### src/sv/byte_ring_buffer_fifo_assert.svh
// Assertion macros used by the byte ring buffer FIFO top level.
`ifndef BYTE_RING_BUFFER_FIFO_ASSERT_SVH
`define BYTE_RING_BUFFER_FIFO_ASSERT_SVH

// Condition holds at every clock edge outside reset.
`define BRB_CHECK(lbl, cond, msg) \
  lbl: assert property (@(posedge clk) disable iff (rst) (cond)) else $error(msg);

// Antecedent implies consequent in the same cycle.
`define BRB_IMPLIES(lbl, ante, cons, msg) \
  lbl: assert property (@(posedge clk) disable iff (rst) (ante) |-> (cons)) else $error(msg);

// Antecedent implies consequent in the next cycle.
`define BRB_NEXT(lbl, ante, cons, msg) \
  lbl: assert property (@(posedge clk) disable iff (rst) (ante) |=> (cons)) else $error(msg);

`endif

### src/sv/brb_pkg.sv
// Shared types, opcodes and defaults for the byte ring buffer FIFO.
package brb_pkg;

  // Default sizing
  localparam int DEPTH_DEF    = 1024;
  localparam int MAX_XFER_DEF = 64;

  // Opcodes
  localparam logic [2:0] OP_WRITE   = 3'd0;
  localparam logic [2:0] OP_DEQUEUE = 3'd1;
  localparam logic [2:0] OP_PEEK    = 3'd2;
  localparam logic [2:0] OP_CLEAR   = 3'd3;
  localparam logic [2:0] OP_SKIP    = 3'd4;

  // Input word
  typedef struct packed {
    logic [2:0] opcode;
    logic [6:0] transfer_size;
    logic [7:0] data_byte;
  } item_t;

  // Output word
  typedef struct packed {
    logic       byte_valid;
    logic [7:0] data_out;
    logic       last;
    logic       flag_full;
    logic       flag_empty;
    logic       flag_bad_size;
    logic [9:0] used_count;
  } result_t;

  // Commands from controller to datapath
  typedef struct packed {
    logic capture;
    logic exec;
    logic rd;
    logic load_stat;
    logic load_byte;
  } brb_ctl_t;

  // Status from datapath to controller
  typedef struct packed {
    logic read_go;
    logic out_free;
    logic last_byte;
  } brb_stat_t;

endpackage

### src/sv/brb_ctrl.sv
// Controller state machine for the byte ring buffer FIFO.
module brb_ctrl (
  input  logic              clk,
  input  logic              rst,
  input  logic              item_valid,
  output logic              item_ready,
  input  brb_pkg::brb_stat_t stat,
  output brb_pkg::brb_ctl_t  ctl
);

  localparam logic [2:0] S_IDLE = 3'd0;
  localparam logic [2:0] S_EXEC = 3'd1;
  localparam logic [2:0] S_STAT = 3'd2;
  localparam logic [2:0] S_RD   = 3'd3;
  localparam logic [2:0] S_LD   = 3'd4;

  logic [2:0] state;
  logic [2:0] state_next;

  assign item_ready = (state == S_IDLE);

  // Decode commands and next state
  always_comb begin
    ctl        = '0;
    state_next = state;
    case (state)
      S_IDLE: begin
        if (item_valid) begin
          ctl.capture = 1'b1;
          state_next  = S_EXEC;
        end
      end
      S_EXEC: begin
        ctl.exec   = 1'b1;
        state_next = stat.read_go ? S_RD : S_STAT;
      end
      S_STAT: begin
        if (stat.out_free) begin
          ctl.load_stat = 1'b1;
          state_next    = S_IDLE;
        end
      end
      S_RD: begin
        ctl.rd     = 1'b1;
        state_next = S_LD;
      end
      S_LD: begin
        if (stat.out_free) begin
          ctl.load_byte = 1'b1;
          state_next    = stat.last_byte ? S_IDLE : S_RD;
        end
      end
      default: begin
        state_next = S_IDLE;
      end
    endcase
  end

  // State register
  always_ff @(posedge clk) begin
    if (rst) begin
      state <= S_IDLE;
    end else begin
      state <= state_next;
    end
  end

endmodule

### config.mk
export PLATFORM = sky130hd
export DESIGN_NAME = brb_ctrl
export DESIGN_NICKNAME = d
export VERILOG_FILES = /design/src/sv/byte_ring_buffer_fifo_assert.svh /design/src/sv/brb_pkg.sv /design/src/sv/brb_ctrl.sv
export SDC_FILE = /design/constraint.sdc
export NUM_CORES = 1
export LEC_CHECK = 0
export BUFFER_PORTS_ARGS = -buffer_cell sky130_fd_sc_hd__buf_2
export CORE_AREA = 2 2 39 41
export DETAILED_ROUTE_END_ITERATION = 12
export DIE_AREA = 0 0 41 43
export PLACE_DENSITY_LB_ADDON = 0.15
export REMOVE_ABC_BUFFERS = 1
export SYNTH_ARGS = -nofsm -noshare
export SYNTH_HDL_FRONTEND = slang
export SYNTH_SLANG_ARGS = --single-unit
### constraint.sdc
create_clock -name clk -period 0.9 [get_ports clk]
set_input_delay 0.27 -clock clk [delete_from_list [all_inputs] [get_ports clk]]
set_output_delay 0.27 -clock clk [all_outputs]
set_load 0.1 [all_outputs]
Word level (Yosys, flattened, before mapping)
Cells that the tools add are included.
{"block": "totals", "reg_bits": 3, "in_bits": 6, "out_inout_bits": 6}
{"block": "classes", "eq_ne": 7, "mux": 13, "n_reduce_logical": 2}
{"op": "3-bit one-hot mux with 5 select lines", "count": 1}
{"op": "3-bit two-way mux", "count": 3}
{"op": "1-bit two-way mux", "count": 8}
{"op": "3-bit by 2-bit equality test with 1-bit output, second input constant", "count": 2}
{"op": "2-bit != test, second input constant", "count": 3}
{"op": "3-bit by 1-bit equality test with 1-bit output, second input constant", "count": 1}
{"op": "3-bit equality test, second input constant", "count": 1}
{"op": "3-bit zero test", "count": 1}
{"op": "3-bit AND reduction", "count": 1}
{"op": "2-bit two-way mux", "count": 1}

Longest topological paths before layout
Gate-level depths: netlist of the first run.
{"block": "depth", "word_depth": 3, "ltp_mapped": 4}

Worst setup path after synthesis of the first run
Ideal clock, no wire load.
{"block": "synth_timing", "path_kind": "register to output", "startpoint": "register state[1]", "endpoint": "output ctl[4] (netlist bit)", "arrival_time_ns": 3.505, "required_time_ns": 0.630, "path_slack_ns": -2.875, "stages_incl_launch_ff": 4, "n_path_buf": 1, "cell_sequence": "dfxtp_1 > buf_4 > nor3_1 > and2_1"}
{"item": "start, declared", "line_no": "brb_ctrl.sv:17", "text": "logic [2:0] state;"}
{"item": "start signal, assigned", "line_no": "brb_ctrl.sv:64", "text": "state <= state_next;"}
{"item": "end, declared", "line_no": "brb_ctrl.sv:8", "text": "output brb_pkg::brb_ctl_t ctl"}

==> flow_summary.json, run 1 <==
{
  "outcome": "complete, but fails checks",
  "violations": "setup timing",
  "yosys_warnings": 0,
  "syn_avg_cell_area_um2": 8.17,
  "fin_skew_ns": 0.00189,
  "hp-class": "in2reg",
  "grt_pass1_wl_um": 1340,
  "arrival_ns": 1.15,
  "synth-async-reset-ratio": 0,
  "tightest_slew_ns": 0.226,
  "synth_edf_count": 0,
  "cts_tree": "built",
  "synth-seq-area-share": 0.245,
  "initial_utilization": 0.177,
  "cp-end-kind": "output pin",
  "required_ns": 0.63,
  "powerDensity_nw_per_um2": 1760,
  "drv_cap": 0,
  "finalSetupViolations": 9,
  "crit_fanout": 5,
  "routed_via_density": 4.32,
  "top_regs": "state (3)",
  "routedWlPerCell_um": 12.1,
  "place.gp.congestion": 0.824,
  "clk_pin_slew_ns": 0.04,
  "cts_buffer_depth": 2,
  "num_antenna_cells": 0,
  "area_growth_pct": 132,
  "htreeDepth": 1,
  "drtAntennaViolNets": 0,
  "fin_setup_tns_ns": -3.63,
  "num_rows": 14,
  "hold_buffers": 0,
  "timing.fmax_mhz": 704,
  "drtPass1Iterations": 3,
  "synth-main-ff-cell": "dfxtp_1",
  "largest_register_ffs": 3,
  "synth_top_area_frac": 0.245,
  "die_area_um2": 1760,
  "finalHoldViolCount": 0,
  "p_leak_nw": 0.239,
  "drc": 0,
  "relSlewSlack": 0.847,
  "fin_util": 0.410,
  "postPlaceCellArea_um2": 467,
  "yosys-top-cells-area": "dfxtp_1, a21oi_1, nor3_1",
  "vias": 298,
  "dp_hpwl_um": 554,
  "root_buffer": "clkbuf_4",
  "design_area_um2": 568,
  "rsz0062_at_grt": "true",
  "grt_max_degree": 8,
  "cts-buffers-inserted": 3,
  "netlist_instances": 30,
  "die_h_um": 43,
  "antenna_found_initial": 0,
  "grt_pass1_vias": 295,
  "hold_ws_ns": 0.242,
  "fin_crit_ns": 1.42,
  "yosys-top-cells-count": "a21oi_1, dfxtp_1, nor2_1, nor3_1, inv_1",
  "synth_top_area_cell": "dfxtp_1",
  "timing_worst_setup_path_type": "reg2out",
  "slew_violations": 0,
  "clock_sinks": 3,
  "floorplan.io_pins": 12,
  "setup_ws_ns": -0.520,
  "clkLatencyLatePin_ns": 0.23,
  "netlist_area_um2": 245,
  "grt_usage": 0.117,
  "min_period_over_period": 1.58,
  "num-nets-final": 60,
  "startpoint_type": "flip-flop",
  "drtIter0Drc": 1,
  "die_x_um": 41,
  "drive_gt1_frac": 0.774,
  "yosysUniqueCellTypes": 21,
  "portBuffers": 11,
  "top_register": "state",
  "peakVddDrop_mv": 0.730,
  "core_um2": 1380,
  "ys_ff_latch": 3,
  "wl_um": 833,
  "grt_overflow": 0
}
worst max-delay path, stage by stage, from the launching register on:
cell      delay, ns
dfxtp_4        0.36
nand2b_4       0.14
nor3_2         0.11
buf_4          0.14
buf_12         0.16
per-layer routing:
metal | GRT usage | vias to the layer above | routed length, um
li1 | - | 153 | -
met1 | 0.142 | 139 | 314
met2 | 0.172 | 6 | 495
met3 | 0.0262 | 0 | 23
met4 | 0.0800 | 0 | 0
met5 | 0 | - | 0
through the flow:
step	total power, mW	cells	setup slack (ns)
final	1.00	69	-0.520
after global routing	1.06	69	-0.554
after CTS	0.995	68	-0.500
after detailed placement	0.707	65	-0.394
after global placement	0.708	65	-0.419
after floorplan	0.470	28	-2.84
path summary, 6_finish.rpt:
path	from	slack, ns	cells after the start	endpoint
max	state[2]	-0.52	4	ctl[1]
min	rst	0.24	2	state[1]
max reg2reg	state[2]	-0.32	4	state[1]
min reg2reg	state[0]	0.66	3	state[0]
layout make-up:
cell class	count	area, um2
inverters	2	7.51
repair buffers	21	231
well taps	16	20.0
flip-flops and latches	3	71.3
clock buffers	4	26.3
multi-input cells	23	211
fillers	141	816
cells by family (layout without fill, tap and decap cells):
logic type | Yosys count | after routing | synth area share
flops | 3 | 3 | 0.245
compound gates | 8 | 8 | 0.250
mux | 1 | 1 | 0.0612
simple gates | 14 | 14 | 0.337
buf+inv | 4 | 27 | 0.107
what timing repair did:
| item | in CTS | in global routing |
|---|---|---|
| pin swaps | 2 | 5 |
| setup buffers | 0 | 2 |
| setup endpoints to repair | 9 | 9 |
| resized for setup | 17 | 5 |
| hold endpoints to repair | 0 | 0 |
placed cells by master (no fill, tap or decap), types with 2 or more instances in the layout:
cell type,Yosys,final
nor2_1,3,2
buf_12,0,6
nor3_4,0,2
buf_4,1,7
dfxtp_4,0,3
buf_2,0,5
clkbuf_4,0,3
a21oi_1,3,2
buf_6,1,3
power breakdown:
| group | leakage (nW) | total, mW | internal, mW | switching [mW] |
|---|---|---|---|---|
| logic | 0.198 | 0.582 | 0.251 | 0.331 |
| registers | 0.0267 | 0.185 | 0.149 | 0.0369 |
| clock network | 0.0150 | 0.234 | 0.166 | 0.0675 |
Note: power is estimated with default switching activity, not from simulation.
==> inputs of run 2 (changes only) <==
--- a/config.mk
+++ b/config.mk
@@ -5,6 +5,7 @@
 export SDC_FILE = /design/constraint.sdc
 export NUM_CORES = 1
 export LEC_CHECK = 0
+export ABC_AREA = 1
 export BUFFER_PORTS_ARGS = -buffer_cell sky130_fd_sc_hd__buf_2
 export CORE_AREA = 2 2 39 41
 export DETAILED_ROUTE_END_ITERATION = 12
==> flow_summary.json, run 2 <==
{
  "ys_ff_latch": 3,
  "hp-class": "in2reg",
  "dp_hpwl_um": 480,
  "r2r_slack_ns": -0.28,
  "startpoint_type": "flip-flop",
  "root_buffer": "clkbuf_4",
  "synth_edf_count": 0,
  "vias": 306,
  "rsz0062_at_grt": "true",
  "pre_cts_ws_ns": -0.333,
  "hp-start": "rst",
  "core_um2": 1380,
  "portBuffers": 11,
  "drtPass1Iterations": 2,
  "hold_buffers": 0,
  "drive_gt1_frac": 0.833,
  "cts-buffers-inserted": 3,
  "drc": 0,
  "num_antenna_cells": 0,
  "cts_tree": "built",
  "top_regs": "state (3)",
  "routed_via_density": 3.73,
  "finalSetupViolations": 8,
  "grt_max_degree": 6,
  "relSlewSlack": 0.897,
  "total_power_mw": 1.28,
  "worstPathCellList": "nor2_4 > nand2_2 > buf_6 > inv_4 > buf_12",
  "synth-main-ff-cell": "dfxtp_1",
  "drtAntennaViolNets": 0,
  "wl_um": 688,
  "cts_buffer_depth": 2,
  "syn_avg_cell_area_um2": 6.40,
  "r2r-end": "state[0]",
  "tightest_slew_ns": 0.154,
  "drv_cap": 0,
  "antenna_found_initial": 0,
  "grt_pass1_wl_um": 1130,
  "top_register": "state",
  "setup_ws_ns": -0.489,
  "routedWlPerCell_um": 8.39,
  "fin_crit_ns": 1.39,
  "slowest_delay_ns": 0.36,
  "min_to": "state[1]",
  "synth_simple_gate_area_frac": 0.520,
  "die_area_um2": 1760,
  "timing.fmax_mhz": 720,
  "floorplan.io_pins": 12,
  "cp-startpoint": "state[0]",
  "cp-end-kind": "output pin",
  "htreeDepth": 1,
  "netlist_instances": 35,
  "arrival_ns": 1.12,
  "final_common_cell": "buf_4",
  "slowest_stage": "dfxtp_4",
  "yosysUniqueCellTypes": 12,
  "yosys-top-cells-count": "inv_1, nand3_1, nand2_2, nor2_1, dfxtp_1",
  "synth-async-reset-ratio": 0,
  "slew_violations": 0,
  "yosys_warnings": 0,
  "violations": "setup timing",
  "timing.critical_path.buf_inv": 3,
  "grt_pass1_vias": 290,
  "p_leak_nw": 0.292,
  "clkLatencyLatePin_ns": 0.23,
  "hold_ws_ns": 0.217,
  "hold_depth": 2,
  "initial_utilization": 0.162,
  "clk_pin_slew_ns": 0.04,
  "synth_mux_area_frac": 0,
  "synth_top_area_frac": 0.268,
  "synth_top_area_cell": "dfxtp_1",
  "required_ns": 0.63,
  "cp_top_family": "flip-flops",
  "peakVddDrop_mv": 0.924,
  "grt_usage": 0.0983,
  "synth_fa_ha_area_frac": 0,
  "grt_overflow": 0,
  "ff2ff_path_depth": 8,
  "final_cell_mix": "buf_4, nand3_2, buf_12, buf_2, inv_2",
  "die_h_um": 43,
  "finalHoldViolCount": 0,
  "synth_top_family_by_area": "simple AND/OR/NAND/NOR gates",
  "num-nets-final": 73,
  "clock_sinks": 3,
  "worstReg2RegStart": "state[0]",
  "fin_skew_ns": 0.000596,
  "crit_fanout": 4,
  "min_period_over_period": 1.54,
  "synth-xor-area-share": 0,
  "yosys-top-cells-area": "dfxtp_1, nand3_1, inv_1",
  "outcome": "complete, but fails checks",
  "netlist_area_um2": 224,
  "num_rows": 14,
  "fin_util": 0.439,
  "largest_register_ffs": 3,
  "powerDensity_nw_per_um2": 2100,
  "yosysMostFrequentCell": "inv_1",
  "synth-seq-area-share": 0.268,
  "die_x_um": 41,
  "drtIter0Drc": 3,
  "timing_worst_setup_path_type": "reg2out",
  "place.gp.congestion": 0.778,
  "synth_compound_area_frac": 0.0615,
  "area_growth_pct": 172
}
## run 2: where the power goes
part	total, mW	internal (mW)	leakage, nW	switching [mW]
Combinational	0.864	0.379	0.251	0.486
Clock	0.233	0.166	0.0150	0.0670
Sequential	0.182	0.154	0.0264	0.0281
Total	1.28	0.699	0.292	0.581
## run 2: final cells by class
class / instances / area (um2)
Fill cell: 137 / 776
Timing Repair Buffer: 27 / 277
Multi-Input combinational cell: 23 / 178
Sequential cell: 3 / 68.8
Inverter: 9 / 38.8
Clock buffer: 4 / 26.3
Tap cell: 16 / 20.0
## run 2: worst reg2reg max path, delay by kind of cell (launching register included)
family	cells	cell delay, ns
buf+inv	3	0.35
simple gates	5	0.41
flops	1	0.36
## run 2: kinds of logic (layout without fill, tap and decap cells)
logic type,count (synthesis),in the layout
buf+inv,9,40
compound gates,2,2
flops,3,3
simple gates,21,21
## run 2: metal layers
| layer | routed length, um | vias up | GRT usage |
|---|---|---|---|
| li1 | - | 171 | - |
| met5 | 0 | - | 0 |
| met1 | 273 | 129 | 0.115 |
| met2 | 381 | 6 | 0.147 |
| met3 | 33 | 0 | 0.0157 |
| met4 | 0 | 0 | 0.0800 |
## run 2: worst max-delay path by stage
stage / slack [ns] / depth (start not counted) / to
2_1_floorplan: -1.23 / 3 / ctl[4]
3_3_place_gp: -0.33 / 4 / ctl[0]
3_5_place_dp: -0.33 / 4 / ctl[0]
4_1_cts: -0.51 / 5 / item_ready
5_1_grt: -0.54 / 5 / item_ready
6_report: -0.49 / 5 / item_ready
## run 2: stage by stage
step / area (um2) / setup TNS, ns / std cells
after global routing: 608 / -3.66 / 82
after CTS: 582 / -3.38 / 80
after detailed placement: 472 / -2.30 / 73
after floorplan: 224 / -5.69 / 35
final: 608 / -3.20 / 82
after global placement: 472 / -2.33 / 73
## run 2: timing repair
action	in CTS	in global routing
pin swaps	5	3
endpoints found under the setup margin	8	8
setup buffers	3	2
resized for setup	21	4
